### config.mk
export PLATFORM = sky130hd
export DESIGN_NAME = rmcs_queue
export DESIGN_NICKNAME = d
export VERILOG_FILES = /design/src/design/rmcs_pkg.sv /design/src/design/rmcs_queue.sv
export SDC_FILE = /design/constraint.sdc
export NUM_CORES = 1
export LEC_CHECK = 0
export ABC_AREA = 1
export BUFFER_PORTS_ARGS = -buffer_cell sky130_fd_sc_hd__buf_2
export CAP_MARGIN = 20
export CORE_MARGIN = 5
export CORE_UTILIZATION = 30
export DETAILED_ROUTE_END_ITERATION = 10
export HOLD_SLACK_MARGIN = 0.02
export PLACE_DENSITY_LB_ADDON = 0.25
export SYNTH_ARGS = -nofsm -noshare
export SYNTH_HDL_FRONTEND = slang
export SYNTH_SLANG_ARGS = --single-unit
export TNS_END_PERCENT = 30
### constraint.sdc
create_clock -name aclk -period 9.7 [get_ports aclk]
set_input_delay 0.485 -clock aclk [delete_from_list [all_inputs] [get_ports aclk]]
set_output_delay 0.485 -clock aclk [all_outputs]
set_load 0.1 [all_outputs]
### src/design/rmcs_pkg.sv
// ----------------------------------------------------------------------------
// rmcs_pkg
// Shared types and constants of the notch resonator model / chi-square block.
// ----------------------------------------------------------------------------
package rmcs_pkg;

    localparam int unsigned CORDIC_STEPS_DEF = 18;
    localparam int unsigned QUEUE_DEPTH      = 2;
    localparam int unsigned CFG_IDX_W        = 3;
    localparam int unsigned CFG_DATA_W       = 36;

    typedef enum logic [CFG_IDX_W-1:0] {
        CFG_LOADED_QUALITY       = 3'd0,
        CFG_COUPLING_MAGNITUDE   = 3'd1,
        CFG_COUPLING_ANGLE       = 3'd2,
        CFG_RESONANCE_FREQUENCY  = 3'd3,
        CFG_BASELINE_AMPLITUDE   = 3'd4,
        CFG_BASELINE_PHASE       = 3'd5,
        CFG_CABLE_DELAY          = 3'd6
    } rmcs_cfg_idx_t;

    localparam logic [23:0] RST_LOADED_QUALITY      = 24'd6000;
    localparam logic [19:0] RST_COUPLING_MAGNITUDE  = 20'd65536;
    localparam logic [15:0] RST_COUPLING_ANGLE      = 16'd54613;
    localparam logic [35:0] RST_RESONANCE_FREQUENCY = 36'd1342177280;
    localparam logic [23:0] RST_BASELINE_AMPLITUDE  = 24'd4194304;
    localparam logic [15:0] RST_BASELINE_PHASE      = 16'd29204;
    localparam logic [31:0] RST_CABLE_DELAY         = 32'd464728883;

    typedef struct packed {
        logic [23:0]        loaded_quality;
        logic signed [19:0] coupling_magnitude;
        logic [15:0]        coupling_angle;
        logic [35:0]        resonance_frequency;
        logic [23:0]        baseline_amplitude;
        logic [15:0]        baseline_phase;
        logic signed [31:0] cable_delay;
    } rmcs_cfg_t;

    typedef struct packed {
        logic [35:0]        frequency;
        logic signed [23:0] measured_real;
        logic signed [23:0] measured_imag;
        logic               last;
    } rmcs_in_t;

    typedef struct packed {
        logic signed [23:0] model_real;
        logic signed [23:0] model_imag;
        logic [63:0]        chi_square;
        logic               sweep_done;
    } rmcs_out_t;

    // request handed from front to back
    typedef struct packed {
        logic [60:0]        num;
        logic               neg;
        logic [31:0]        phase;
        logic signed [23:0] measured_real;
        logic signed [23:0] measured_imag;
        logic               last;
    } rmcs_job_t;

    // zero resonance frequency acts as one LSB
    function automatic logic [35:0] f0_eff(input logic [35:0] f0);
        f0_eff = (f0 == 36'd0) ? 36'd1 : f0;
    endfunction

endpackage

### src/design/rmcs_queue.sv
// ----------------------------------------------------------------------------
// rmcs_queue
// Short request queue between front and back.
// ----------------------------------------------------------------------------
module rmcs_queue import rmcs_pkg::*; (
    input  logic      aclk,
    input  logic      aresetn,
    input  logic      in_valid,
    output logic      in_ready,
    input  rmcs_job_t in_data,
    output logic      out_valid,
    input  logic      out_ready,
    output rmcs_job_t out_data
);

    localparam int unsigned PTR_W = (QUEUE_DEPTH > 1) ? $clog2(QUEUE_DEPTH) : 1;
    localparam int unsigned CNT_W = $clog2(QUEUE_DEPTH + 1);

    rmcs_job_t        mem_reg [QUEUE_DEPTH];
    logic [PTR_W-1:0] wr_ptr_reg, wr_ptr_next;
    logic [PTR_W-1:0] rd_ptr_reg, rd_ptr_next;
    logic [CNT_W-1:0] count_reg, count_next;
    logic             push, pop;

    assign in_ready  = (count_reg != CNT_W'(QUEUE_DEPTH));
    assign out_valid = (count_reg != '0);
    assign out_data  = mem_reg[rd_ptr_reg];
    assign push      = in_valid && in_ready;
    assign pop       = out_valid && out_ready;

    always_comb begin
        wr_ptr_next = wr_ptr_reg;
        rd_ptr_next = rd_ptr_reg;
        count_next  = count_reg;
        if (push) begin
            wr_ptr_next = (wr_ptr_reg == PTR_W'(QUEUE_DEPTH - 1)) ? '0 : wr_ptr_reg + 1'b1;
        end
        if (pop) begin
            rd_ptr_next = (rd_ptr_reg == PTR_W'(QUEUE_DEPTH - 1)) ? '0 : rd_ptr_reg + 1'b1;
        end
        if (push && !pop) begin
            count_next = count_reg + 1'b1;
        end else if (pop && !push) begin
            count_next = count_reg - 1'b1;
        end
    end

    always_ff @(posedge aclk) begin
        if (!aresetn) begin
            wr_ptr_reg <= '0;
            rd_ptr_reg <= '0;
            count_reg  <= '0;
        end else begin
            wr_ptr_reg <= wr_ptr_next;
            rd_ptr_reg <= rd_ptr_next;
            count_reg  <= count_next;
        end
        if (push) begin
            mem_reg[wr_ptr_reg] <= in_data;
        end
    end

endmodule

==> results of run 1 <==
how the worst min path moves through the flow:
stage,slack (ns),depth (start not counted),endpoint
floorplan,0.47,2,register
global placement,0.48,2,rd_ptr_reg
detailed placement,0.50,2,rd_ptr_reg
CTS,0.07,1,mem_reg[1][12]
global route,0.07,1,mem_reg[1][50]
finish,0.11,1,mem_reg[0][50]
cell type report:
type	instances	area, sq um
flip-flops and latches	291	8692
clock inverters	21	167.7
multi-input cells	167	1998
clock buffers	34	787.0
repair buffers	297	1501
fillers	3361	21900
inverters	8	30.03
well taps	461	576.8
metal layers:
metal | GRT usage | vias to the layer above
li1 | - | 2533
met1 | 0.1381 | 2626
met2 | 0.1685 | 198
met3 | 0.04431 | 43
met4 | 0.03069 | 8
met5 | 0 | -
Yosys cell counts:
library cell	instances
a21oi_1	1
buf_2	7
buf_6	9
dfxtp_1	5
edfxtp_1	286
ha_1	1
inv_1	8
mux2_2	73
mux2_4	70
nand2_1	9
nand3_1	1
nand4_1	1
nor2_1	8
o21a_1	1
o21ai_0	2
power groups by stage:
stage / Sequential [mW] / Combinational (mW) / Clock (mW)
floorplan: 1.69 / 1.75 / 0
global placement: 1.68 / 2.01 / 0
detailed placement: 1.68 / 2.01 / 0
CTS: 1.66 / 2.01 / 1.15
global route: 1.67 / 2.05 / 1.20
finish: 1.65 / 1.98 / 1.11
through the flow:
step,cell area (sq um),power (mW),utilization
floorplan,10840,3.433,-
global route,13750,4.924,0.3857
detailed placement,12800,3.689,0.3590
global placement,12800,3.680,0.3590
CTS,13750,4.817,0.3857
finish,13750,4.745,0.3857
worst max-delay path, delay by kind of cell (launching register included):
family,cells,cell delay [ns]
mux,1,0.28
flops,1,0.77
buf+inv,3,2.03
cells by family after synthesis:
group | count (synthesis) | synth area share
AOI/OAI and AO/OA | 4 | 0.002078
buffers and inverters | 24 | 0.01535
and+or+nand+nor | 19 | 0.006927
muxes | 143 | 0.1728
DFF | 291 | 0.8017
adders and majority gates | 1 | 0.001154
==> results.py, run 1 <==
metrics = {
    "cells_and_area": {
        "layout_commonest_cell": "buf_2",
        "antenna_cells": 0,
        "drive_gt1_frac": 0.5905,
        "finalNonFillerCells": 1279,
        "largest_reg_flops": 286,
        "fin_nets": 944,
        "layout_common_cells": "buf_2 (291), edfxtp_1 (286), mux2_2 (73)",
        "area_growth_pct": 26.90,
    },
    "grt": {
        "grt_max_degree": 70,
        "grt-ovfl-total": 0,
        "grt_usage": 0.1074,
        "grt_pass1_vias": 5747,
        "grt_pass1_wl_mm": 33.38,
        "antenna_found_initial": 5,
    },
    "sta": {
        "skew_ns": 0.01237,
        "whs_ns": 0.1130,
        "hold_viol": 0,
        "slew_headroom": 0.3306,
        "rsz0062_at_grt": "no",
        "tightestPinTransition_ns": 1.004,
        "finalMaxSlewViolations": 0,
        "layout_setup_ws_ns": 5.374,
        "timing.fmax_mhz": 231.1,
        "setup_viol": 0,
        "finalCritPeriodShare": 0.4460,
        "tns_ns": 0,
        "min_period_ns": 4.326,
    },
    "clocking": {
        "cts_hold_buf": 0,
        "cts.path.max_buffers": 3,
        "clk_pin_slew_ns": 0.06,
        "cts_buffers": 31,
        "htreeDepth": 1,
        "clk-insertion-delay-late_ns": 0.55,
        "cts_sinks": 291,
        "root_buffer": "clkbuf_16",
        "ctsResizeCount": 0,
        "post_cts_buffers": 0,
        "cts_tree": "yes",
    },
    "power_and_ir_drop": {
        "vdd_drop_max_uv": 187.4,
        "p_sw_mw": 2.123,
        "swShare": 0.4474,
        "power_density_nw_per_um2": 345.0,
        "power_frac_clock": 0.234,
        "combPwrFrac": 0.418,
        "seqPwrFrac": 0.348,
        "p_leak_nw": 5.213,
        "p_int_mw": 2.622,
    },
    "place": {
        "dp.cells": 1224,
        "hpwl_mm": 15.40,
        "post-place-ws_ns": 5.857,
        "place.gp.congestion": 0.7135,
        "portBuffers": 291,
    },
    "floorplanning": {
        "start_util": 0.3040,
        "die_y_um": 200.1,
        "dieArea_sq_um": 40030,
        "coreArea_sq_um": 35660,
        "num_io_pins": 292,
        "fp.dieW_um": 200.1,
        "num_rows": 69,
    },
    "synth": {
        "avgSynthCellArea_sq_um": 22.49,
        "ys_ff_latch": 291,
        "ys_types": 15,
        "yosysWarnings": 0,
        "syn_inst": 482,
        "synthesis.area_sq_um": 10840,
        "synth_nets": 630,
        "synth_top_area_frac": 0.7924,
        "ys_seq_area_frac": 0.8017,
        "yosysTopAreaCell": "edfxtp_1",
        "yosys-top-cells-area": "edfxtp_1 (79%), mux2_4 (9.7%), mux2_2 (7.6%)",
    },
    "critical_path": {
        "r2r_setup_slack_ns": 7.35,
        "critPathArrivalTime_ns": 3.84,
        "end_kind": "output pin",
        "endpoint": "out_data[80]",
        "path_common_cell": "buf_4",
        "path_cells": "buf_4 -> buf_4 -> mux2_4 -> buf_2",
        "critPathKind": "register to output pin",
        "reg2reg_from": "count_reg[0]",
        "r2r_cells": 5,
        "critical_path_required_ns": 9.22,
        "slowest_delay_ns": 0.82,
        "crit_slowest_cell": "buf_4",
        "cp_max_fo": 55,
        "start_kind": "register",
        "timing.rr.end": "mem_reg[1][115]",
    },
    "hold_path": {
        "worstHoldStart": "in_data[50]",
        "min_path_type": "input port to register",
    },
    "drt": {
        "via_per_inst": 4.228,
        "drt_wl_total_mm": 23.00,
        "post_drt_wl_per_cell_um": 17.99,
        "wl_met3_mm": 2.310,
        "firstDrtPassIters": 4,
        "drtIter0Drc": 226,
        "top_layer_used": "met5",
        "met1_length_mm": 9.685,
        "route.met2.wl_mm": 10.46,
        "ant_nets": 0,
        "num_vias": 5408,
        "drc": 0,
    },
    "outcome": {
        "status": "finished, final reports clean",
    },
    "flow_run": {
        "cap_viol_max_count": 0,
    },
}
Note: power is estimated with default switching activity, not from simulation.
==> run 2: changes to the inputs <==
clock period = 4.45 ns   (was 9.7 ns; I/O delays follow)
==> run 2 against run 1 <==
Against the previous run: critical path depth down 1; non-clock buffer count up 145; highest routed layer unchanged; combinational power up 120%; clock skew up 0.0029 ns; die area unchanged; critical path type unchanged; critical endpoint is now out_data[27].
==> results.py, run 2 (synthesis gave the netlist of run 1 again) <==
metrics = {
    "floorplanning": {
        "die_y_um": 200.1,
        "dieArea_sq_um": 40030,
        "coreArea_sq_um": 35660,
        "start_util": 0.3040,
        "num_io_pins": 292,
        "fp.dieW_um": 200.1,
        "num_rows": 69,
    },
    "clocking": {
        "post_cts_buffers": 0,
        "cts_buffers": 34,
        "cts_sinks": 291,
        "cts_tree": "yes",
        "root_buffer": "clkbuf_16",
        "cts.path.max_buffers": 3,
        "ctsResizeCount": 0,
        "clk_pin_slew_ns": 0.06,
        "clk-insertion-delay-late_ns": 0.51,
        "htreeDepth": 2,
    },
    "drt": {
        "drtIter0Drc": 213,
        "drt_wl_total_mm": 24.05,
        "num_vias": 6023,
        "post_drt_wl_per_cell_um": 16.83,
        "drc": 0,
        "ant_nets": 0,
        "firstDrtPassIters": 4,
        "via_per_inst": 4.215,
    },
    "sta": {
        "skew_ns": 0.01524,
        "rsz0062_at_grt": "no",
        "tns_ns": 0,
        "hold_viol": 0,
        "setup_viol": 0,
        "min_period_ns": 2.809,
        "tightestPinTransition_ns": 0.9875,
        "timing.fmax_mhz": 356.1,
        "finalMaxSlewViolations": 0,
        "layout_setup_ws_ns": 1.641,
        "finalCritPeriodShare": 0.6311,
        "whs_ns": 0.1469,
        "slew_headroom": 0.3417,
    },
    "critical_path": {
        "crit_slowest_cell": "dfxtp_4",
        "crit_family": "flip-flops",
        "path_cells": "buf_12 -> mux2_2 -> buf_2",
        "end_kind": "output pin",
        "crit_buf_inv": 2,
        "critPathKind": "register to output pin",
        "start_kind": "register",
        "slowest_delay_ns": 1.01,
        "critPathArrivalTime_ns": 2.59,
        "r2r_setup_slack_ns": 2.53,
        "critical_path_required_ns": 4.23,
        "cp_max_fo": 60,
    },
    "place": {
        "hpwl_mm": 14.94,
        "post-place-ws_ns": 2.081,
        "place_area_sq_um": 12860,
        "dp.cells": 1225,
        "portBuffers": 291,
        "place.gp.congestion": 0.6932,
    },
    "power_and_ir_drop": {
        "power_frac_clock": 0.247,
        "vdd_drop_max_uv": 362.4,
        "combPwrFrac": 0.414,
        "p_int_mw": 6.002,
        "p_leak_nw": 5.895,
        "seqPwrFrac": 0.338,
        "power_density_nw_per_um2": 696.2,
        "total_power_mw": 10.70,
        "swShare": 0.4392,
        "p_sw_mw": 4.701,
    },
    "flow_run": {
        "cap_viol_max_count": 0,
    },
    "cells_and_area": {
        "finalNonFillerCells": 1429,
        "layout_commonest_cell": "buf_2",
        "drive_gt1_frac": 0.5072,
        "post-route-util": 0.4311,
        "fin_nets": 1092,
        "fin_area_sq_um": 15370,
        "antenna_cells": 0,
        "largest_reg_flops": 286,
        "area_growth_pct": 41.84,
        "layout_common_cells": "buf_2 (291), edfxtp_1 (286), dlygate4sd3_1 (144)",
    },
    "hold_path": {
        "min_path_type": "input port to register",
    },
    "grt": {
        "grt_usage": 0.1129,
        "grt_pass1_wl_mm": 35.02,
        "grt_max_degree": 109,
        "antenna_found_initial": 1,
        "grt-ovfl-total": 0,
        "grt_pass1_vias": 6378,
    },
    "outcome": {
        "status": "finished, final reports clean",
    },
}
==> run 2: cell types whose count changed in the layout (fill, tap and decap cells not counted), sizes merged <==
cell         previous run  this run
buf                   297       298
clkinvlp                1         0
clkbuf                 34        41
dlygate4sd3             0       144
inv                     8         9
clkinv                 17        15
==> run 2: worst min-delay path, delay by kind of cell <==
| family | cells | cell delay (ns) |
|---|---|---|
| AO/OA/AOI/OAI | 1 | 0.15 |
| AND/OR/NAND/NOR | 2 | 0.15 |
| buffers and inverters | 1 | 0.08 |
==> run 2: area by class of cell <==
| type | count | area [sq um] |
|---|---|---|
| sequential | 291 | 8692 |
| inverter | 8 | 30.03 |
| clock inverter | 19 | 176.4 |
| timing repair buffer | 442 | 3000 |
| fill | 3210 | 20280 |
| clock buffer | 41 | 898.4 |
| tap | 461 | 576.8 |
| multi-input combinational | 167 | 1998 |
==> run 2: metal layers <==
metal / up-vias / share of wire / GRT usage
met5: - / 0.00029 / 0
met4: 2 / 0.024 / 0.03975
met3: 44 / 0.082 / 0.03642
met2: 209 / 0.48 / 0.1885
met1: 2934 / 0.41 / 0.1387
li1: 2834 / - / -
==> run 2: path summary, 6_finish.rpt <==
| check | startpoint | to | cells after the start |
|---|---|---|---|
| max | register | out_data[27] | 3 |
| max reg2reg | count_reg[0] | mem_reg[1][20] | 5 |
| min | out_ready | rd_ptr_reg | 4 |
| min reg2reg | rd_ptr_reg | rd_ptr_reg | 2 |
==> run 2: power groups by stage <==
stage | Sequential (mW) | Combinational [mW] | Clock (mW)
4_1_cts | 3.63 | 4.49 | 2.76
3_5_place_dp | 3.69 | 4.37 | 0
2_1_floorplan | 3.63 | 3.81 | 0
5_1_grt | 3.66 | 4.58 | 2.88
3_3_place_gp | 3.68 | 4.37 | 0
6_report | 3.62 | 4.43 | 2.65
==> run 2: timing repair <==
action	in CTS	in global routing
hold endpoints to repair	291	0
endpoints found under the setup margin	0	0
hold buffers	144	0
